[config.mk]
export PLATFORM = sky130hd
export DESIGN_NAME = swvwap_div
export DESIGN_NICKNAME = d
export VERILOG_FILES = /design/src/sv/sliding_window_vwap_macros.svh /design/src/sv/swvwap_pkg.sv /design/src/sv/swvwap_div.sv
export SDC_FILE = /design/constraint.sdc
export NUM_CORES = 1
export LEC_CHECK = 0
export ABC_AREA = 1
export BUFFER_PORTS_ARGS = -buffer_cell sky130_fd_sc_hd__buf_2
export CAP_MARGIN = 20
export CORE_ASPECT_RATIO = 0.6
export CORE_MARGIN = 2
export CORE_UTILIZATION = 58
export DETAILED_ROUTE_END_ITERATION = 8
export PLACE_DENSITY = 0.8
export RECOVER_POWER = 50
export SYNTH_ARGS = -nofsm -noshare
export SYNTH_HDL_FRONTEND = slang
export SYNTH_SLANG_ARGS = --single-unit
[constraint.sdc]
create_clock -name clock -period 10.95 [get_ports clock]
set_input_delay 2.19 -clock clock [delete_from_list [all_inputs] [get_ports clock]]
set_output_delay 2.19 -clock clock [all_outputs]
set_load 0.03 [all_outputs]
[src/sv/sliding_window_vwap_macros.svh]
// Assertion macros for the sliding window VWAP block.
// Used by the top level only; no dependencies.
`ifndef SLIDING_WINDOW_VWAP_MACROS_SVH
`define SLIDING_WINDOW_VWAP_MACROS_SVH
`define SWV_ASSERT_IMPL(lbl, clk, rst, ante, cons, msg) \
   lbl: assert property (@(posedge clk) disable iff (rst) (ante) |-> (cons)) else $error(msg);
`define SWV_ASSERT_NEXT(lbl, clk, rst, ante, cons, msg) \
   lbl: assert property (@(posedge clk) disable iff (rst) (ante) |=> (cons)) else $error(msg);
`endif

[src/sv/swvwap_pkg.sv]
// Shared constants and types for the sliding window VWAP block.
// No dependencies.
package swvwap_pkg;
   localparam int RING_DEPTH_DEF    = 4096;
   localparam int FRACTION_BITS_DEF = 8;
   localparam int PRICE_W  = 24;
   localparam int VOL_W    = 28;
   localparam int TIME_W   = 63;
   localparam int AVG_W    = 32;
   localparam int SUMV_W   = 40;
   localparam int SUMPV_W  = 64;
   localparam int CNT_W    = 13;
   localparam logic [TIME_W-1:0] WINDOW_RESET = 63'd60000000000;

   typedef struct packed {
      logic [PRICE_W-1:0] trade_price;
      logic [VOL_W-1:0]   trade_volume;
      logic [TIME_W-1:0]  trade_time;
   } trade_type;

   typedef struct packed {
      logic [AVG_W-1:0]  average_price;
      logic [SUMV_W-1:0] window_volume;
      logic [CNT_W-1:0]  entries_held;
      logic              capacity_evicted;
   } result_type;

   typedef struct packed {
      logic               start;
      logic [SUMPV_W-1:0] dividend;
      logic [SUMV_W-1:0]  divisor;
   } div_req_type;
endpackage

[src/sv/swvwap_div.sv]
// Radix-2 restoring divider: quotient = (dividend << FRACTION_BITS) / divisor,
// saturated to the average width. Depends on swvwap_pkg.
module swvwap_div #(
   parameter int FRACTION_BITS = swvwap_pkg::FRACTION_BITS_DEF
) (
   input  logic                          clock,
   input  logic                          reset,
   input  swvwap_pkg::div_req_type       req,
   output logic                          done,
   output logic [swvwap_pkg::AVG_W-1:0]  quotient
);
   import swvwap_pkg::*;
   localparam int NUM_W = SUMPV_W + FRACTION_BITS;
   localparam int STEP_W = $clog2(NUM_W + 1);

   logic [NUM_W-1:0]  num_ff, num_in;
   logic [NUM_W-1:0]  quo_ff, quo_in;
   logic [SUMV_W:0]   rem_ff, rem_in;
   logic [SUMV_W-1:0] den_ff;
   logic [STEP_W-1:0] step_ff, step_in;
   logic              busy_ff, busy_in, done_ff, done_in;
   logic [SUMV_W:0]   trial;

   always_comb begin
      num_in  = num_ff;
      quo_in  = quo_ff;
      rem_in  = rem_ff;
      step_in = step_ff;
      busy_in = busy_ff;
      done_in = 1'b0;
      trial   = '0;
      if (req.start) begin
         num_in  = {req.dividend, {FRACTION_BITS{1'b0}}};
         quo_in  = '0;
         rem_in  = '0;
         step_in = STEP_W'(NUM_W);
         busy_in = 1'b1;
      end else if (busy_ff) begin
         trial   = {rem_ff[SUMV_W-1:0], num_ff[NUM_W-1]};
         num_in  = {num_ff[NUM_W-2:0], 1'b0};
         if (trial >= {1'b0, den_ff}) begin
            rem_in = trial - {1'b0, den_ff};
            quo_in = {quo_ff[NUM_W-2:0], 1'b1};
         end else begin
            rem_in = trial;
            quo_in = {quo_ff[NUM_W-2:0], 1'b0};
         end
         step_in = step_ff - STEP_W'(1);
         if (step_ff == STEP_W'(1)) begin
            busy_in = 1'b0;
            done_in = 1'b1;
         end
      end
   end

   always_ff @(posedge clock) begin
      if (reset) begin
         busy_ff <= 1'b0;
         done_ff <= 1'b0;
         step_ff <= '0;
      end else begin
         busy_ff <= busy_in;
         done_ff <= done_in;
         step_ff <= step_in;
      end
      num_ff <= num_in;
      quo_ff <= quo_in;
      rem_ff <= rem_in;
      if (req.start) begin
         den_ff <= req.divisor;
      end
   end

   assign done = done_ff;
   // saturate when the quotient spills past the output width
   assign quotient = (quo_ff[NUM_W-1:AVG_W] != '0) ? {AVG_W{1'b1}} : quo_ff[AVG_W-1:0];
endmodule

==> results of run 1 <==
[cells in the final DEF (no fill, tap or decap), types with 5 or more instances in the layout]
cell       instances
nor2_1            86
ha_1              42
edfxtp_1         104
dfxtp_1          121
clkbuf_16         22
nand4_1           11
o21ai_0           36
xnor2_1           20
nand3_1           68
buf_4              5
nor2_2             5
nand2_1          571
inv_1            256
o21bai_1          15
a21oi_1           46
or2_1              8
buf_2            137
nor4_1             8
o22ai_1           71
[worst register-to-register path, cell delays in order, from the launching register on]
cell	delay, ps
dfxtp_1	550
inv_1	230
nor2_1	2080
inv_2	750
buf_4	560
o21bai_1	250
inv_1	80
nand2_1	50
nand2_1	50
[state kept, by name, summed over array words and instances, names as in the netlist]
register and cells:
quo_ff 72, num_ff 64, den_ff 40, rem_ff 40
step_ff 7, busy_ff 1, done 1
[layer usage]
layer  vias to the layer above  share of wire (%)
met1                      4619                 51
met4                         0                1.1
met5                         -                  0
met2                       452                 36
li1                       5153                  -
met3                        25                 12
[stage by stage]
stage	hold slack (ps)	total power, uW	setup slack (ps)	cells
global route	500	1880	3580	1958
detailed placement	463	1120	5600	1920
CTS	477	1820	6160	1958
finish	478	1810	4030	1958
floorplan	439	1060	5910	1552
global placement	451	1110	5670	1920
[cell families (layout without fill, tap and decap cells)]
logic type      after synthesis  after routing  synth area share, %
simple gates                772            772                 26.8
buf+inv                     309            442                 10.3
flops                       225            225                 47.5
compound gates              179            179                 9.01
fa+ha+maj                    43             43                 4.67
xor+xnor                     24             24                 1.80
[where the power goes]
part	internal (uW)	switching, uW
clock network	384	323
logic	54.0	111
registers	927	12.6
total	1370	447
[final cells by class]
cell class | count | area, um2
fillers | 1733 | 6660
flip-flops and latches | 225 | 5550
well taps | 273 | 342
clock inverters | 12 | 76.3
clock buffers | 26 | 586
multi-input cells | 1018 | 4950
inverters | 260 | 977
repair buffers | 144 | 731
[worst paths after layout]
| path | startpoint | endpoint | slack, ps | depth (start not counted) |
|---|---|---|---|---|
| setup / recovery | req[104] | rem_ff[37]$_SDFFE_PP0P_ | 4030 | 9 |
| hold / removal | rem_ff[27]$_SDFFE_PP0P_ | rem_ff[27]$_SDFFE_PP0P_ | 480 | 2 |
| setup reg to reg | busy_ff$_SDFF_PP0_ | rem_ff[37]$_SDFFE_PP0P_ | 6310 | 8 |
| hold reg to reg | rem_ff[27]$_SDFFE_PP0P_ | rem_ff[27]$_SDFFE_PP0P_ | 480 | 2 |
==> summary.md, run 1 <==
| Metric | Value |
|---|---|
| Status | `finished, violations left` |
| Violated checks | `capacitance limit, slew limit` |
| Met2 Track Usage GR | `a little over a third` |
| Effective utilization at floorplan | `roughly three fifths` |
| Number of remaining DRC errors | `0` |
| Ranking of synthesized cells by area | `edfxtp_1 27%, dfxtp_1 21%, nand2_1 18%` |
| Largest net degree at the start of global routing | `roughly 90` |
| Die height | `between 100 and 150 um` |
| Final setup fails | `0` |
| Hold Crit Class | `reg2reg` |
| Clock transition at path regs | `around 70 ps` |
| Commonest cells in the synthesized netlist | `571 x nand2_1, 258 x inv_1, 121 x dfxtp_1` |
| Via/cell ratio | `5.23` |
| Min Tclk post-route | `between 6000 and 7000 ps` |
| Met3 Resource Use GR | `~6.7%` |
| Count leader, synth | `nand2_1` |
| Vias in the first global route | `roughly 9000` |
| Vias | `a little over 10000` |
| Final WL | `roughly 30000 um` |
| N_diodes | `0` |
| GRT Residual Overflow | `0` |
| Mapped Cells | `roughly 1600` |
| Layout cells sized above 1 | `about 12%` |
| GR peak layer | `met1` |
| Nets | `between 1500 and 2000` |
| Syn Area/Cell | `~7.5 um2` |
| VDD IR max | `0.000109 V` |
| Final core utilization | `66.5%` |
| Clock sinks | `225` |
| Worst slew margin | `-86.2%` |
| Post-synth EDFFs | `104` |
| Max clock buf depth | `3` |
| Final hold violations | `0` |
| CTS tree | `built` |
| Leading area contributor after synthesis | `edfxtp_1` |
| Die width | `roughly 190 um` |
| Antenna violations before repair | `0` |
| Routed Antenna Nets | `0` |
| Post-synthesis net count | `roughly 1700` |
| Row count | `40` |
| Final period utilization | `63.2%` |
| Power per cell area | `roughly 140 nW/um2` |
| Max cap viols | `4` |
| Die ar. | `approximately 21000 um2` |
| Met1 Track Usage GR | `46.7%` |
| Area Overhead vs Synth | `13.0%` |
| Io pins | `140` |
| Synth top area share | `a little over a quarter` |
| Routability cong. | `1.02` |
| First-pass GRT wire length | `between 40000 and 50000 um` |
| Input/output buffers | `139` |
| Crit end category | `flop` |
| Design Area, Final | `between 10000 and 15000 um2` |
| Detailed placement HPWL | `between 20000 and 25000 um` |
| CP max stage cell | `nor2_1` |
| Fmax | `between 100 and 150 MHz` |
| Total track usage | `approximately 28%` |
| CP Buf/Inv Count | `5` |
| Cts repair resizes | `0` |
| Post-synthesis cell area | `11700 um2` |
| Synth warn | `0` |
| Final slew viol count | `~190` |
| Num CTS Buffers | `21` |
| Pre-antenna DRT Iters | `7` |
| Startpoint types | `input port` |
| Kind of cell adding the most delay to the critical path | `buffers and inverters` |
| H-tree levels | `1` |
| Core area | `about 20000 um2` |
| DR iter-0 viols | `1125` |
| RSZ-0062 raised after global routing | `no` |
| Slew of the pin with the lowest slew margin | `2780 ps` |
| Critical path peak fanout | `84` |
| Post-synthesis sequential area ratio | `between 40% and 50%` |
| WP data required | `between 10000 and 15000 ps` |
| Cts hold-fix bufs | `0` |
| CP cell instances | `clkbuf_1 -> buf_4 -> nor2_1 -> inv_2 -> buf_4 -> o21bai_1 -> inv_1 -> nand2_1 -> nand2_1` |
| Clock Skew | `roughly 25 ps` |
| Dpl cell area | `12600 um2` |
| Final routed wire length divided by cell count | `roughly 15 um` |
| Post-synth cell types | `40` |
| Post-CTS Setup Repair Bufs | `0` |
| Pleak | `roughly 0.0067 uW` |
| Worst-skew pair later-pin latency | `about 500 ps` |
| WS Path Type | `in2reg` |
| Main synth FF type | `dfxtp_1` |
| CP arrival | `between 7000 and 8000 ps` |
| Crit path largest cell delay | `about 2200 ps` |
| Setup TNS | `0 ps` |
| #FFs+latches synth | `225` |
| Root Driver | `clkbuf_16` |
| Synth async-reset ratio | `0%` |
Note: power is estimated with default switching activity, not from simulation.
==> run 2, diff against run 1 <==
- ABC_AREA: 1 -> 0
- clock period: 10.95 -> 7 ns (I/O delays scaled with it)
==> summary.md, run 2 <==
| Metric | Value |
|---|---|
| Max cap viols | `2 (was 4)` |
| Crit path largest cell delay | `2230 ps (was 2180 ps)` |
| Main synth FF type | `dfxtp_1 (unchanged)` |
| Count leader, synth | `nor2_1 (was nand2_1)` |
| Mapped Cells | `1101 (was 1552)` |
| Synth Area in XOR/XNOR | `2.21% (was 1.80%)` |
| Routability cong. | `0.935 (was 1.02)` |
| Design Area, Final | `12900 um2 (was 13200 um2)` |
| Core area | `19200 um2 (was 19900 um2)` |
| Compound-cell area share of the yosys netlist | `12.4% (was 9.01%)` |
| WP data required | `7240 ps (was 11390 ps)` |
| Final WL | `24500 um (was 30100 um)` |
| Worst slew margin | `-100% (was -86.2%)` |
| #FFs+latches synth | `225 (unchanged)` |
| Synth warn | `0 (unchanged)` |
| Max clock buf depth | `3 (unchanged)` |
| Placed cell count | `1448 (was 1920)` |
| Final hold violations | `0 (unchanged)` |
| CP cell instances | `clkbuf_8 -> clkbuf_2 -> mux2_2 (was clkbuf_1 -> buf_4 -> nor2_1 -> inv_2 -> buf_4 -> o21bai_1 -> inv_1 -> nand2_1 -> nand2_1)` |
| Kind of cell adding the most delay to the critical path | `buffers and inverters (unchanged)` |
| Setup WS post-layout | `2550 ps (was 4030 ps)` |
| Worst-skew pair later-pin latency | `510 ps (about the same)` |
| Adder-cell share of the synthesized area | `4.75% (was 4.67%)` |
| Final setup fails | `0 (unchanged)` |
| Setup WS pre-CTS | `3600 ps (was 5600 ps)` |
| First-pass GRT wire length | `39000 um (was 47600 um)` |
| WS Path Type | `in2reg (unchanged)` |
| GRT Residual Overflow | `0 (unchanged)` |
| Num CTS Buffers | `21 (unchanged)` |
| Synth async-reset ratio | `0% (unchanged)` |
| Via/cell ratio | `5.72 (was 5.23)` |
| Syn Area/Cell | `10.4 um2 (was 7.53 um2)` |
| Post-synthesis sequential area ratio | `48.3% (was 47.5%)` |
| Detailed placement HPWL | `16800 um (was 21800 um)` |
| Filler cell count | `1519 (was 1733)` |
| Post-CTS Setup Repair Bufs | `0 (unchanged)` |
| Area Overhead vs Synth | `12.6% (was 13.0%)` |
| Die width | `186 um (was 187 um)` |
| Leading area contributor after synthesis | `edfxtp_1 (unchanged)` |
| Biggest register | `quo_ff (unchanged)` |
| Setup TNS | `0 ps (unchanged)` |
| Synth top area share | `27.2% (was 26.7%)` |
| Fmax | `about 220 MHz` |
| Pleak | `0.00554 uW (was 0.00669 uW)` |
| Largest family of logic cells by synthesized area | `simple AND/OR/NAND/NOR gates (unchanged)` |
| Critical path peak fanout | `137 (was 84)` |
| Commonest cells in the synthesized netlist | `142 x nor2_1, 121 x dfxtp_1, 104 x edfxtp_1 (was 571 x nand2_1, 258 x inv_1, 121 x dfxtp_1)` |
| Clock Skew | `20.4 ps (was 25.1 ps)` |
| Clock sinks | `225 (unchanged)` |
| Number of remaining DRC errors | `0 (unchanged)` |
| Met2 Track Usage GR | `31.2% (was 35.6%)` |
| Final period utilization | `63.6%` |
| Final slew viol count | `179 (was 189)` |
| CP Buf/Inv Count | `2 (was 5)` |
| Violated checks | `capacitance limit, slew limit (unchanged)` |
| Die height | `113 um (was 114 um)` |
| Vias in the first global route | `7604 (was 8976)` |
| Met1 Track Usage GR | `38.1% (was 46.7%)` |
| Row count | `39 (was 40)` |
| Min Tclk post-route | `4450 ps` |
| Final routed wire length divided by cell count | `16.5 um (was 15.4 um)` |
| Nets | `1356 (was 1820)` |
| Largest net degree at the start of global routing | `138 (was 91)` |
| Mux cell area share after synthesis | `13.8% (was 0%)` |
| H-tree levels | `1 (unchanged)` |
| Crit end category | `flop (unchanged)` |
| Startpoint types | `input port (unchanged)` |
| Vias | `8499 (was 10200)` |
| Cts hold-fix bufs | `0 (unchanged)` |
| Largest regs | `quo_ff (72), num_ff (64) (unchanged)` |
| Post-synth EDFFs | `104 (unchanged)` |
| Final Non-Filler Cells | `1487 (was 1958)` |
| CTS tree | `built (unchanged)` |
| N_diodes | `0 (unchanged)` |
| Hold Crit Class | `reg2reg (unchanged)` |
| Total power | `3220 uW (was 1810 uW)` |
| Antenna violations before repair | `0 (unchanged)` |
| RSZ-0062 raised after global routing | `no (unchanged)` |
| Post-synth cell types | `75 (was 40)` |
| DR iter-0 viols | `806 (was 1125)` |
| Root Driver | `clkbuf_16 (unchanged)` |
| Die ar. | `21000 um2 (was 21300 um2)` |
| Post-synthesis cell area | `11500 um2 (was 11700 um2)` |
| Pre-antenna DRT Iters | `5 (was 7)` |
| Slew of the pin with the lowest slew margin | `3010 ps (was 2780 ps)` |
| Effective utilization at floorplan | `59.7% (was 58.8%)` |
| Cts repair resizes | `0 (unchanged)` |
| Commonest non-fill, non-tap cell in the layout | `nor2_1 (was nand2_1)` |
| Status | `finished, violations left (unchanged)` |
| Post-synthesis net count | `1251 (was 1702)` |
| Most frequent cells in the layout | `142 x nor2_1, 135 x buf_2, 121 x dfxtp_1, 104 x edfxtp_1, 88 x mux2i_1 (was 571 x nand2_1, 256 x inv_1, 137 x buf_2, 121 x dfxtp_1, 104 x edfxtp_1)` |
| Routed Antenna Nets | `0 (unchanged)` |
| Simple-gate share of the synthesized area | `14.1% (was 26.8%)` |
| VDD IR max | `0.000211 V (was 0.000109 V)` |
| CP max stage cell | `clkbuf_2 (was nor2_1)` |
| Layout cells sized above 1 | `21.3% (was 11.6%)` |
| CP arrival | `4700 ps (was 7370 ps)` |
| Io pins | `140 (unchanged)` |
| Clock transition at path regs | `70 ps (about the same)` |
| Total track usage | `23.0% (was 27.9%)` |
| GR peak layer | `met1 (unchanged)` |
| Dpl cell area | `12300 um2 (was 12600 um2)` |
| Met3 Resource Use GR | `3.99% (was 6.68%)` |
| Ranking of synthesized cells by area | `edfxtp_1 27%, dfxtp_1 21%, mux2i_1 7.7% (was edfxtp_1 27%, dfxtp_1 21%, nand2_1 18%)` |
| Max FFs per register | `72 (unchanged)` |
| Power per cell area | `249 nW/um2 (was 137 nW/um2)` |
| Input/output buffers | `139 (unchanged)` |
## run 2: cell types whose count changed in the layout (fill, tap and decap cells not counted), sizes merged, moves of 7 or more
cell / before / now
nand2: 574 / 72
inv: 262 / 59
mux2i: 0 / 88
o22ai: 71 / 0
mux2: 0 / 63
nand3: 72 / 15
nor2: 91 / 143
nand2b: 0 / 36
a211oi: 0 / 22
a21o: 0 / 17
a311oi: 0 / 14
o21bai: 15 / 6
a2111oi: 0 / 7
## run 2: path summary, 6_finish.rpt
kind	start	end	slack [ps]	cells after the start
worst max-delay path	req[104]	num_ff[27]$_DFFE_PP_	2550	3
worst max register to register	busy_ff$_SDFF_PP0_	num_ff[49]$_DFFE_PP_	3380	3
worst min register to register	rem_ff[1]$_SDFFE_PP0P_	rem_ff[1]$_SDFFE_PP0P_	480	2
worst min-delay path	rem_ff[1]$_SDFFE_PP0P_	rem_ff[1]$_SDFFE_PP0P_	480	2
## run 2: cell type report
cell class / instances / area [um2] / area share [%]
Clock buffer: 23 / 533 / 4.12
Clock inverter: 15 / 113 / 0.871
Tap cell: 266 / 333 / 2.57
Multi-Input combinational cell: 758 / 5440 / 42.1
Sequential cell: 225 / 5550 / 42.9
Inverter: 56 / 210 / 1.63
Timing Repair Buffer: 144 / 756 / 5.84
## run 2: cells by family (layout without fill, tap and decap cells)
| logic type | after synthesis | count (layout) |
|---|---|---|
| compound gates | 198 | 198 |
| xor+xnor | 29 | 29 |
| fa+ha+maj | 43 | 43 |
| buf+inv | 118 | 238 |
| flops | 225 | 225 |
| mux | 151 | 151 |
| simple gates | 337 | 337 |
## run 2: tightest hold or removal path: stages (launching register included)
cell     delay, ps
dfxtp_1        330
nand2_1         60
a21oi_1         50
## run 2: layer usage
layer | up-vias | part of all wire (%) | routed length (um)
met3 | 25 | 7.4 | 1810
met4 | 0 | 1.3 | 319
met1 | 4000 | 52 | 12700
met2 | 282 | 40 | 9740
met5 | - | 0 | 0
li1 | 4192 | - | -
## run 2: metrics by stage
stage / hold WS (ps) / util [%]
floorplan: 458 / -
global placement: 472 / 63.9
detailed placement: 479 / 63.9
CTS: 487 / 67.2
global route: 503 / 67.3
finish: 484 / 67.3
## run 2: power breakdown
| part | internal, uW | total (uW) | switching (uW) |
|---|---|---|---|
| logic | 255 | 612 | 357 |
| registers | 1470 | 1520 | 45.8 |
| clock network | 594 | 1090 | 496 |
| total | 2320 | 3220 | 899 |
